===== src/rtl/bts_pkg.sv =====
package bts_pkg;

	localparam int CFG_IDX_W = 3;
	localparam int CFG_DATA_W = 16;

	localparam logic [CFG_IDX_W-1:0] CFG_MUTE          = 3'd0;
	localparam logic [CFG_IDX_W-1:0] CFG_TICK_HZ       = 3'd1;
	localparam logic [CFG_IDX_W-1:0] CFG_CLICK_HZ      = 3'd2;
	localparam logic [CFG_IDX_W-1:0] CFG_FIFTH_LOW_HZ  = 3'd3;
	localparam logic [CFG_IDX_W-1:0] CFG_FIFTH_HIGH_HZ = 3'd4;
	localparam logic [CFG_IDX_W-1:0] CFG_SIREN_LOW_HZ  = 3'd5;
	localparam logic [CFG_IDX_W-1:0] CFG_SIREN_HIGH_HZ = 3'd6;
	localparam logic [CFG_IDX_W-1:0] CFG_NOTE_MS       = 3'd7;

	localparam logic [2:0] SOUND_TICK  = 3'd0;
	localparam logic [2:0] SOUND_CLICK = 3'd1;
	localparam logic [2:0] SOUND_ENTER = 3'd2;
	localparam logic [2:0] SOUND_EXIT  = 3'd3;

	typedef struct packed {
		logic        opcode;
		logic [2:0]  sound_code;
		logic [31:0] now_ms;
		logic        error_siren;
	} in_item_t;

	typedef struct packed {
		logic        tone_stop;
		logic        tone_start;
		logic [15:0] tone_freq_hz;
		logic [15:0] tone_dur_ms;
		logic        request_dropped;
	} out_item_t;

	typedef struct packed {
		logic        mute;
		logic [15:0] tick_hz;
		logic [15:0] click_hz;
		logic [15:0] fifth_low_hz;
		logic [15:0] fifth_high_hz;
		logic [15:0] siren_low_hz;
		logic [15:0] siren_high_hz;
		logic [15:0] note_ms;
	} cfg_t;

	typedef enum logic {
		KIND_PLAY = 1'b0,
		KIND_TICK = 1'b1
	} cmd_kind_t;

	typedef struct packed {
		cmd_kind_t   kind;
		logic [2:0]  code;
		logic [31:0] now_ms;
		logic        siren;
	} cmd_t;

endpackage


===== src/rtl/bts_front.sv =====
module bts_front (
	input  logic              clk,
	input  logic              arst_n,
	input  logic              in_valid,
	output logic              in_ready,
	input  bts_pkg::in_item_t in_item,
	output logic              cmd_valid,
	output bts_pkg::cmd_t     cmd,
	input  logic              cmd_pop
);
	import bts_pkg::*;

	cmd_t       slot_q [2];
	logic       wr_ptr_q;
	logic       rd_ptr_q;
	logic [1:0] count_q;
	logic       push;
	cmd_t       cmd_new;

	assign in_ready  = (count_q != 2'd2);
	assign push      = in_valid && in_ready;
	assign cmd_valid = (count_q != 2'd0);
	assign cmd       = slot_q[rd_ptr_q];

	always_comb begin
		cmd_new.kind   = in_item.opcode ? KIND_TICK : KIND_PLAY;
		cmd_new.code   = in_item.sound_code;
		cmd_new.now_ms = in_item.now_ms;
		cmd_new.siren  = in_item.error_siren;
	end

	always_ff @(posedge clk) begin
		if (push) begin
			slot_q[wr_ptr_q] <= cmd_new;
		end
	end

	always_ff @(posedge clk or negedge arst_n) begin
		if (!arst_n) begin
			wr_ptr_q <= 1'b0;
			rd_ptr_q <= 1'b0;
			count_q  <= 2'd0;
		end else begin
			if (push) begin
				wr_ptr_q <= ~wr_ptr_q;
			end
			if (cmd_pop) begin
				rd_ptr_q <= ~rd_ptr_q;
			end
			count_q <= count_q + {1'b0, push} - {1'b0, cmd_pop};
		end
	end

endmodule


===== src/rtl/bts_back.sv =====
module bts_back #(
	parameter int QUEUE_DEPTH = 8,
	parameter int CLICK_MS    = 20,
	parameter int SIREN_MS    = 400
) (
	input  logic               clk,
	input  logic               arst_n,
	input  bts_pkg::cfg_t      cfg,
	input  logic               cmd_valid,
	input  bts_pkg::cmd_t      cmd,
	output logic               cmd_pop,
	output logic               out_valid,
	input  logic               out_ready,
	output bts_pkg::out_item_t out_item
);
	import bts_pkg::*;

	localparam int QW = (QUEUE_DEPTH > 1) ? $clog2(QUEUE_DEPTH) : 1;
	localparam int CW = $clog2(QUEUE_DEPTH + 1);
	localparam logic [QW-1:0] LAST_IDX = QW'(QUEUE_DEPTH - 1);
	localparam logic [CW-1:0] FULL_CNT = CW'(QUEUE_DEPTH);
	localparam logic [15:0] CLICK_DUR = 16'(CLICK_MS);
	localparam logic [15:0] SIREN_DUR = 16'(SIREN_MS);

	// request queue storage, read data registered at the next head
	logic [2:0]    req_mem [QUEUE_DEPTH];
	logic [2:0]    head_rd_q;
	logic [QW-1:0] head_q, head_d, tail_q;
	logic [CW-1:0] count_q;

	logic        seq_q, seq_d;
	logic [2:0]  active_q, active_d;
	logic        idx_q, idx_d;
	logic [31:0] note_start_q, note_start_d;
	logic [31:0] siren_last_q, siren_last_d;
	logic        pitch_q, pitch_d;
	logic        sounding_q, sounding_d;

	logic        out_valid_q;
	out_item_t   out_q;
	out_item_t   res;

	logic        fire;
	logic        push, pop;
	logic        start;
	logic [2:0]  start_code;
	logic        start_idx;
	logic [15:0] start_freq;
	logic [31:0] note_elapsed;
	logic [31:0] siren_elapsed;
	logic        last_note;

	function automatic logic [15:0] note_freq(input cfg_t c, input logic [2:0] code,
		input logic idx);
		logic [15:0] f;
		case (code)
			SOUND_TICK:  f = c.tick_hz;
			SOUND_CLICK: f = c.click_hz;
			SOUND_ENTER: f = idx ? c.fifth_high_hz : c.fifth_low_hz;
			default:     f = idx ? c.fifth_low_hz : c.fifth_high_hz;
		endcase
		return f;
	endfunction

	function automatic logic [15:0] note_dur(input cfg_t c, input logic [2:0] code);
		return (code < SOUND_ENTER) ? CLICK_DUR : c.note_ms;
	endfunction

	assign fire      = cmd_valid && (!out_valid_q || out_ready);
	assign cmd_pop   = fire;
	assign out_valid = out_valid_q;
	assign out_item  = out_q;

	assign note_elapsed  = cmd.now_ms - note_start_q;
	assign siren_elapsed = cmd.now_ms - siren_last_q;
	assign last_note     = idx_q || (active_q < SOUND_ENTER);

	always_comb begin
		res          = '0;
		push         = 1'b0;
		pop          = 1'b0;
		start        = 1'b0;
		start_code   = active_q;
		start_idx    = idx_q;
		seq_d        = seq_q;
		active_d     = active_q;
		idx_d        = idx_q;
		note_start_d = note_start_q;
		siren_last_d = siren_last_q;
		pitch_d      = pitch_q;
		sounding_d   = sounding_q;

		if (cmd.kind == KIND_PLAY) begin
			if (count_q == FULL_CNT) begin
				res.request_dropped = 1'b1;
			end else begin
				push = 1'b1;
			end
		end else if (seq_q) begin
			// sequence owns the buzzer until its last note has run out
			if (note_elapsed >= {16'd0, note_dur(cfg, active_q)}) begin
				if (last_note) begin
					seq_d         = 1'b0;
					idx_d         = 1'b0;
					res.tone_stop = 1'b1;
				end else begin
					idx_d     = 1'b1;
					start     = 1'b1;
					start_idx = 1'b1;
				end
			end
		end else if (cmd.siren) begin
			if (siren_elapsed >= {16'd0, SIREN_DUR}) begin
				pitch_d      = ~pitch_q;
				siren_last_d = cmd.now_ms;
				if (!cfg.mute) begin
					res.tone_start   = 1'b1;
					res.tone_freq_hz = pitch_q ? cfg.siren_low_hz : cfg.siren_high_hz;
					res.tone_dur_ms  = SIREN_DUR;
				end
			end
			sounding_d = 1'b1;
		end else begin
			if (sounding_q) begin
				res.tone_stop = 1'b1;
				sounding_d    = 1'b0;
			end
			if (count_q != '0) begin
				pop = 1'b1;
				// silent codes are dropped here
				if (head_rd_q <= SOUND_EXIT) begin
					active_d   = head_rd_q;
					idx_d      = 1'b0;
					seq_d      = 1'b1;
					start      = 1'b1;
					start_code = head_rd_q;
					start_idx  = 1'b0;
				end
			end
		end

		start_freq = note_freq(cfg, start_code, start_idx);
		if (start) begin
			note_start_d = cmd.now_ms;
			if (!cfg.mute && start_freq != 16'd0) begin
				res.tone_start   = 1'b1;
				res.tone_freq_hz = start_freq;
				res.tone_dur_ms  = note_dur(cfg, start_code);
			end
		end
	end

	always_comb begin
		head_d = head_q;
		if (fire && pop) begin
			head_d = (head_q == LAST_IDX) ? '0 : head_q + QW'(1);
		end
	end

	always_ff @(posedge clk) begin
		if (fire && push) begin
			req_mem[tail_q] <= cmd.code;
		end
		if (fire && push && tail_q == head_d) begin
			head_rd_q <= cmd.code;
		end else begin
			head_rd_q <= req_mem[head_d];
		end
	end

	always_ff @(posedge clk) begin
		if (fire) begin
			out_q <= res;
		end
	end

	always_ff @(posedge clk or negedge arst_n) begin
		if (!arst_n) begin
			head_q       <= '0;
			tail_q       <= '0;
			count_q      <= '0;
			seq_q        <= 1'b0;
			active_q     <= '0;
			idx_q        <= 1'b0;
			note_start_q <= '0;
			siren_last_q <= '0;
			pitch_q      <= 1'b0;
			sounding_q   <= 1'b0;
			out_valid_q  <= 1'b0;
		end else begin
			head_q <= head_d;
			if (fire) begin
				if (push) begin
					tail_q  <= (tail_q == LAST_IDX) ? '0 : tail_q + QW'(1);
					count_q <= count_q + CW'(1);
				end
				if (pop) begin
					count_q <= count_q - CW'(1);
				end
				seq_q        <= seq_d;
				active_q     <= active_d;
				idx_q        <= idx_d;
				note_start_q <= note_start_d;
				siren_last_q <= siren_last_d;
				pitch_q      <= pitch_d;
				sounding_q   <= sounding_d;
				out_valid_q  <= 1'b1;
			end else if (out_ready) begin
				out_valid_q <= 1'b0;
			end
		end
	end

	assert property (@(posedge clk) disable iff (!arst_n) count_q <= FULL_CNT)
		else $error("request queue count above depth");

	assert property (@(posedge clk) disable iff (!arst_n) seq_q |-> !sounding_q)
		else $error("sequence running while siren still sounding");

	assert property (@(posedge clk) disable iff (!arst_n)
		out_valid_q && out_q.request_dropped |-> !out_q.tone_start && !out_q.tone_stop)
		else $error("dropped request carries a tone command");

	assert property (@(posedge clk) disable iff (!arst_n)
		out_valid_q && !out_q.tone_start |-> out_q.tone_freq_hz == 16'd0
			&& out_q.tone_dur_ms == 16'd0)
		else $error("tone fields set without a start");

	assert property (@(posedge clk) disable iff (!arst_n)
		fire && pop |=> count_q == $past(count_q) - CW'(1))
		else $error("pop did not lower the queue count");

endmodule


===== src/rtl/buzzer_tone_sequencer.sv =====
// Buzzer tone sequencer: play items queue a sound code (up to QUEUE_DEPTH waiting, a full
// queue reports request_dropped), tick items run the note sequence, the error siren and the
// queue, and every item yields exactly one result item. One item is accepted per clock while
// the front queue has room; accepted items pass a two-entry front queue and are carried out
// by a back stage that does one item per cycle into an output register while that register
// is empty or out_ready takes its result, so the back stage and out_ready set the rate.
// A result is registered once its item leaves the front queue. There is no clearing pass
// after reset. Configuration writes take effect at once and belong to idle periods.
module buzzer_tone_sequencer #(
	parameter int QUEUE_DEPTH = 8,
	parameter int CLICK_MS    = 20,
	parameter int SIREN_MS    = 400
) (
	input  logic                             clk,
	input  logic                             arst_n,
	input  logic                             in_valid,
	output logic                             in_ready,
	input  bts_pkg::in_item_t                in_item,
	output logic                             out_valid,
	input  logic                             out_ready,
	output bts_pkg::out_item_t               out_item,
	input  logic                             cfg_we,
	input  logic [bts_pkg::CFG_IDX_W-1:0]    cfg_index,
	input  logic [bts_pkg::CFG_DATA_W-1:0]   cfg_wdata
);
	import bts_pkg::*;

	cfg_t cfg_q;
	logic cmd_valid;
	cmd_t cmd;
	logic cmd_pop;

	always_ff @(posedge clk or negedge arst_n) begin
		if (!arst_n) begin
			cfg_q.mute          <= 1'b0;
			cfg_q.tick_hz       <= 16'd4000;
			cfg_q.click_hz      <= 16'd2000;
			cfg_q.fifth_low_hz  <= 16'd880;
			cfg_q.fifth_high_hz <= 16'd1320;
			cfg_q.siren_low_hz  <= 16'd600;
			cfg_q.siren_high_hz <= 16'd1000;
			cfg_q.note_ms       <= 16'd120;
		end else if (cfg_we) begin
			case (cfg_index)
				CFG_MUTE:          cfg_q.mute          <= cfg_wdata[0];
				CFG_TICK_HZ:       cfg_q.tick_hz       <= cfg_wdata;
				CFG_CLICK_HZ:      cfg_q.click_hz      <= cfg_wdata;
				CFG_FIFTH_LOW_HZ:  cfg_q.fifth_low_hz  <= cfg_wdata;
				CFG_FIFTH_HIGH_HZ: cfg_q.fifth_high_hz <= cfg_wdata;
				CFG_SIREN_LOW_HZ:  cfg_q.siren_low_hz  <= cfg_wdata;
				CFG_SIREN_HIGH_HZ: cfg_q.siren_high_hz <= cfg_wdata;
				CFG_NOTE_MS:       cfg_q.note_ms       <= cfg_wdata;
				default: ;
			endcase
		end
	end

	bts_front u_front (
		.clk       (clk),
		.arst_n    (arst_n),
		.in_valid  (in_valid),
		.in_ready  (in_ready),
		.in_item   (in_item),
		.cmd_valid (cmd_valid),
		.cmd       (cmd),
		.cmd_pop   (cmd_pop)
	);

	bts_back #(
		.QUEUE_DEPTH (QUEUE_DEPTH),
		.CLICK_MS    (CLICK_MS),
		.SIREN_MS    (SIREN_MS)
	) u_back (
		.clk       (clk),
		.arst_n    (arst_n),
		.cfg       (cfg_q),
		.cmd_valid (cmd_valid),
		.cmd       (cmd),
		.cmd_pop   (cmd_pop),
		.out_valid (out_valid),
		.out_ready (out_ready),
		.out_item  (out_item)
	);

endmodule

===== config.mk =====
export PLATFORM = sky130hd
export DESIGN_NAME = buzzer_tone_sequencer
export DESIGN_NICKNAME = d
export VERILOG_FILES = /design/src/rtl/bts_pkg.sv /design/src/rtl/bts_front.sv /design/src/rtl/bts_back.sv /design/src/rtl/buzzer_tone_sequencer.sv
export SDC_FILE = /design/constraint.sdc
export NUM_CORES = 1
export LEC_CHECK = 0
export BUFFER_PORTS_ARGS = -buffer_cell sky130_fd_sc_hd__buf_2
export CAP_MARGIN = 25
export CORE_AREA = 10 10 222 224
export CTS_BUF_LIST = sky130_fd_sc_hd__clkbuf_4
export CTS_CLUSTER_SIZE = 12
export DETAILED_ROUTE_END_ITERATION = 10
export DIE_AREA = 0 0 232 234
export GPL_ROUTABILITY_DRIVEN = 0
export MAX_ROUTING_LAYER = met4
export PLACE_DENSITY = 0.66
export SLEW_MARGIN = 10
export SYNTH_ARGS = -nofsm -noshare
export SYNTH_HDL_FRONTEND = slang
export SYNTH_SLANG_ARGS = --single-unit

===== constraint.sdc =====
create_clock -name clk -period 12.9 [get_ports clk]
set_input_delay 2.58 -clock clk [delete_from_list [all_inputs] [get_ports clk]]
set_output_delay 2.58 -clock clk [all_outputs]
set_load 0.005 [all_outputs]

==> impl_metrics.yaml, run 1 <==
status:
  outcome: "complete, no violations"
critical_path:
  cp_max_fo: 33
  worstSetupPathType: "register to register"
  critical_path.cell_chain: "buf_4 > mux2_2 > ha_1 > nor2b_1 > o2111ai_1 > a211o_1 > o21a_1 > o31ai_1 > xor2_1 > ha_1 > nand4_1 > a21oi_1 > nor3_1 > nand4_1 > nor4_1 > nand4b_1 > nor4b_4 > and2_1 > mux2i_1 > nor3_1 > a311o_2 > o31ai_1"
  cp_top_family: "compound AO/OA/AOI/OAI gates"
  start_kind: "register"
  crit_path_max_incr_delay_ns: 0.66
  crit_required_ns: 13.45
  cp_slowest_cell: "a311o_2"
  cp-end-kind: "register"
  critPathArrivalTime_ns: 7.18
  crit_buf_inv: 1
sta:
  fin_hold_ws_ns: 0.498
  worstMarginPinSlew_ns: 0.956
  slew_violations: 0
  post-route-period-util: 0.514
  period_minus_slack_ns: 6.63
  relSlewSlack: 0.357
  setup_viol: 0
  rsz0062_at_grt: "no"
  hold_viol: 0
  setup_tns_ns: 0
  fmax_mhz: 151
  clock-skew-final_ns: 0.0599
  layout_setup_ws_ns: 6.27
finish:
  drive_gt1_frac: 0.296
  utilization: 0.450
  multiInputGateArea_sq_um: 8080
  final_cells: 2381
  regArea_sq_um: 9080
  finalNetCount: 1858
  final_cell_mix: "mux2_2 (186), dfrtp_1 (164), clkbuf_4 (146)"
  final_common_cell: "mux2_2"
  stdcell_area_sq_um: 20200
  area_growth_syn_to_layout_pct: 13.6
  fillers: 4203
logic_synthesis:
  synth_seq_cells: 335
  synth_area_leaders: "dfrtp_1 (23%), edfxtp_1 (22%), mux2_2 (12%)"
  synth_nets: 1713
  synth_top_area_cell: "dfrtp_1"
  synth_cells: 1562
  syn_avg_cell_area_sq_um: 11.4
  synth_edf_count: 133
  synth.cell_area_sq_um: 17800
  synth_top_area_share: 0.231
  synth_async_sr_flop_share: 0.594
  ys.flop_type: "dfrtp_1"
  yosysSeqAreaShare: 0.510
  yosys_warnings: 0
  synthDistinctLibCells: 75
placed_design:
  preCtsSetupSlack_ns: 6.24
  dpl-instance-area_sq_um: 19000
  dp.cells: 2218
  port_buffers: 97
  dp_hpwl_mm: 31.6
routing:
  drt_iter0_drc: 847
  firstDrtPassIters: 5
  highest_layer: "met4"
  wl_met1_mm: 18.2
  vias_per_cell: 5.40
  routed_wl_mm: 42.7
  drc: 0
  vias: 12800
  route.met2.wl_mm: 21.4
  dr_wl_met3_mm: 1.94
  ant_nets: 0
  wl_per_cell_um: 18.0
global_routing:
  grt_util_all_layers: 0.164
  grt_max_degree: 76
  grt-ovfl-total: 0
  grt_pass1_wl_mm: 69.3
  grt_pass1_vias: 13100
  antenna_found_initial: 2
floorplanning:
  die_w_um: 232
  ios: 98
  die_y_um: 234
  start_util: 0.396
  rows: 78
  core_area_sq_um: 44900
  dieArea_sq_um: 54300
clocking:
  htree_levels: 3
  cts_buffers: 86
  cts-root-buf: "clkbuf_4"
  post-cts-setup-buffers: 0
  cts_resized: 0
  clk_path_buf_depth: 3
  cts-hold-fix-buffers: 0
  cts.clk_slew.worst_paths_ns: 0.06
  cts_tree: "done"
  insertion_delay_ns: 0.77
  clock-sinks: 335
worst_hold_path:
  holdCritPathClass: "register to register"
pwr:
  ir_worst_vdd_uv: 90.3
  p_leak_nw: 8.41
  powerDensity_nw_per_um2: 278
  power_mw: 5.61
run:
  max_cap_viol_count: 0
[worst reg2reg max path, delay by kind of cell (launching register included)]
kind / cells / cell delay, ns
AOI/OAI and AO/OA: 7 / 2.27
and+or+nand+nor: 9 / 1.81
buffers and inverters: 1 / 0.43
muxes: 2 / 0.65
DFF: 1 / 0.57
xor gates and xnor gates: 1 / 0.19
adders and majority gates: 2 / 0.54
[cells by family (layout without fill, tap and decap cells)]
group,after synthesis,in the layout,share of synthesized area
other cells,0,2,0
xor+xnor,40,40,0.0197
fa+ha+maj,90,90,0.0645
mux,218,218,0.140
buf+inv,174,391,0.0383
compound gates,345,345,0.125
flops,335,335,0.510
simple gates,360,360,0.102
[cells in the mapped netlist (26+ instances only)]
| master | number |
|---|---|
| nor2_1 | 68 |
| ha_1 | 87 |
| edfxtp_1 | 133 |
| dfstp_2 | 35 |
| o21ai_0 | 90 |
| nor3_1 | 26 |
| a21oi_1 | 78 |
| mux2_2 | 186 |
| clkbuf_1 | 50 |
| dfrtp_1 | 164 |
| nand2_1 | 126 |
| inv_1 | 114 |
[flip-flops by register name, summed over array words and instances (netlist names), named ones only]
signal and flops:
u_back.head_q 3, u_front.rd_ptr_q 1, u_back.active_q 3, u_back.tail_q 3, u_back.note_start_q 32, u_back.siren_last_q 32, u_back.out_valid 1, u_back.out_item 35
u_back.req_mem 24, u_front.wr_ptr_q 1, u_back.seq_q 1, cfg_q 113, u_front.count_q 2, u_back.count_q 4, u_front.slot_q 74, u_back.pitch_q 1
u_back.idx_q 1, u_back.sounding_q 1
[routing by layer]
metal	vias up	GRT usage
li1	6128	-
met1	6311	0.194
met2	331	0.271
met3	77	0.0299
met4	0	0.0684
met5	-	-
[report_power, final]
group	switching [mW]	total (mW)	internal, mW	leakage (nW)
Clock	0.427	0.955	0.528	0.705
Combinational	1.75	2.98	1.23	4.07
Sequential	0.186	1.67	1.49	3.64
[cell type report]
type	instances	area share
inverter	114	0.0212
timing repair buffer	117	0.0342
tap	600	0.0371
antenna	2	0.000248
clock buffer	146	0.0542
multi-input combinational	1053	0.400
sequential	335	0.449
clock inverter	14	0.00446
[final timing paths]
check / startpoint / endpoint / slack, ns / cells after the start
min reg2reg: u_back.head_q[2] / register / 0.50 / 2
max in group asynchronous: arst_n / u_back.siren_last_q[23] / 8.91 / 3
max: u_front.rd_ptr_q / u_back.out_item[8] / 6.27 / 22
max reg2reg: u_front.rd_ptr_q / u_back.out_item[8] / 6.27 / 22
min in group asynchronous: arst_n / cfg_q[43] / 1.84 / 1
min: u_back.head_q[2] / register / 0.50 / 2
(Power assumes the default switching activity.)
==> run 2, diff against run 1 <==
==> constraint.sdc (replaced) <==
create_clock -name clk -period 6.9 [get_ports clk]
set_input_delay 1.38 -clock clk [delete_from_list [all_inputs] [get_ports clk]]
set_output_delay 1.38 -clock clk [all_outputs]
set_load 0.005 [all_outputs]
==> impl_metrics.yaml, run 2 (synthesis results as in run 1) <==
finish:
  utilization: 0.451
  area_growth_syn_to_layout_pct: 13.8
  fillers: 4204
  final_cell_mix: "mux2_2 (186), dfrtp_1 (164), edfxtp_1 (133)"
  final_common_cell: "mux2_2"
  drive_gt1_frac: 0.294
  final_cells: 2386
  largest_reg_flops: 113
  stdcell_area_sq_um: 20200
  regMostFlops: "cfg_q"
  finalNetCount: 1863
critical_path:
  cp_max_fo: 29
  crit_required_ns: 7.48
  critPathArrivalTime_ns: 6.72
  worstSetupPathType: "register to register"
  start_kind: "register"
  cp-end-kind: "register"
worst_hold_path:
  holdCritPathClass: "register to register"
pwr:
  swShare: 0.423
  p_leak_nw: 8.42
  powerDensity_nw_per_um2: 518
  p_int_mw: 6.05
  power_frac_seq: 0.299
  p_switching_mw: 4.44
  comb_power_share: 0.533
  pwr-share-clk: 0.168
  ir_worst_vdd_uv: 189
global_routing:
  grt-ovfl-total: 0
  grt_util_all_layers: 0.164
  antenna_found_initial: 2
  grt_pass1_wl_mm: 69.2
  grt_max_degree: 96
  grt_pass1_vias: 13100
routing:
  vias_per_cell: 5.38
  vias: 12800
  wl_met1_mm: 18.2
  ant_nets: 0
  routed_wl_mm: 42.8
  drc: 0
  highest_layer: "met4"
  dr_wl_met3_mm: 1.95
  firstDrtPassIters: 5
  drt_iter0_drc: 838
  wl_per_cell_um: 18.0
  route.met2.wl_mm: 21.7
clocking:
  htree_levels: 3
  post-cts-setup-buffers: 0
  cts_tree: "done"
  cts-hold-fix-buffers: 0
  cts.clk_slew.worst_paths_ns: 0.06
  cts-root-buf: "clkbuf_4"
  cts_buffers: 86
  insertion_delay_ns: 0.79
  cts_resized: 0
  clock-sinks: 335
  clk_path_buf_depth: 3
placed_design:
  dp_hpwl_mm: 31.8
  dp.cells: 2223
  port_buffers: 97
  dpl-instance-area_sq_um: 19100
sta:
  setup_viol: 0
  relSlewSlack: 0.369
  clock-skew-final_ns: 0.0727
  rsz0062_at_grt: "no"
  worstMarginPinSlew_ns: 0.946
  post-route-period-util: 0.890
  fmax_mhz: 163
  setup_tns_ns: 0
  period_minus_slack_ns: 6.14
  slew_violations: 0
  hold_viol: 0
floorplanning:
  core_area_sq_um: 44900
  start_util: 0.396
  die_y_um: 234
  dieArea_sq_um: 54300
  ios: 98
  die_w_um: 232
  rows: 78
run:
  max_cap_viol_count: 0
status:
  outcome: "complete, no violations"
run 2: cell types whose count changed in the layout (fill, tap and decap cells not counted), sizes merged:
cell,before,now
clkbuf,147,133
bufinv,1,2
buf,116,121
clkinv,9,22
run 2: cell type report:
class	instances	area, sq um	share of cell area
diodes	2	5.00	0.000247
clock buffers	132	991	0.0489
clock inverters	28	183	0.00902
inverters	114	428	0.0211
multi-input cells	1053	8080	0.399
flip-flops and latches	335	9080	0.448
well taps	600	751	0.0371
repair buffers	122	734	0.0363
run 2: stage by stage:
step | power, mW | hold slack, ns | setup WS, ns
6_report | 10.5 | 0.502 | 0.762
3_3_place_gp | 8.56 | 0.482 | 0.875
4_1_cts | 10.5 | 0.502 | 0.758
3_5_place_dp | 8.69 | 0.488 | 0.761
5_1_grt | 11.4 | 0.516 | 0.264
2_1_floorplan | 7.21 | 0.460 | 1.10
run 2: critical path, cell delays in order (launching register included):
cell and delay [ns]:
dfrtp_1 0.56, buf_4 0.27, mux2_2 0.39, ha_1 0.37, nand2_1 0.12, or3_1 0.32, o211a_1 0.11, o21a_1 0.17
o31ai_1 0.30, xor2_1 0.21, ha_1 0.28, nand4_1 0.11, a21oi_1 0.06, nor3_1 0.13, nand4_1 0.11, nor4_1 0.27
nand4b_1 0.19, nor4b_4 0.42, and2_1 0.30, mux2i_1 0.21, nor3_1 0.06, a311o_2 0.43, buf_4 0.26, o31ai_1 0.28
run 2: layer usage:
metal  vias up  track usage
li1       6127            -
met1      6300        0.191
met2       342        0.277
met3        77       0.0317
met4         0       0.0574
met5         -            -
run 2: path summary, 6_finish.rpt:
check / from / endpoint / slack [ns] / cells past startpoint
min in group asynchronous: arst_n / cfg_q[30] / 0.68 / 1
setup / recovery: u_front.rd_ptr_q / u_back.out_item[9] / 0.76 / 23
hold / removal: u_back.sounding_q / u_back.sounding_q / 0.50 / 1
setup reg to reg: u_front.rd_ptr_q / u_back.out_item[9] / 0.76 / 23
max in group asynchronous: arst_n / u_front.count_q[0] / 4.91 / 2
hold reg to reg: u_back.sounding_q / u_back.sounding_q / 0.50 / 1
run 2: power by group through the flow:
stage	Combinational [mW]	Sequential [mW]	Clock (mW)
global route	6.23	3.20	1.93
CTS	5.57	3.14	1.83
detailed placement	5.52	3.17	0
finish	5.59	3.13	1.76
floorplan	4.17	3.04	0
global placement	5.41	3.15	0
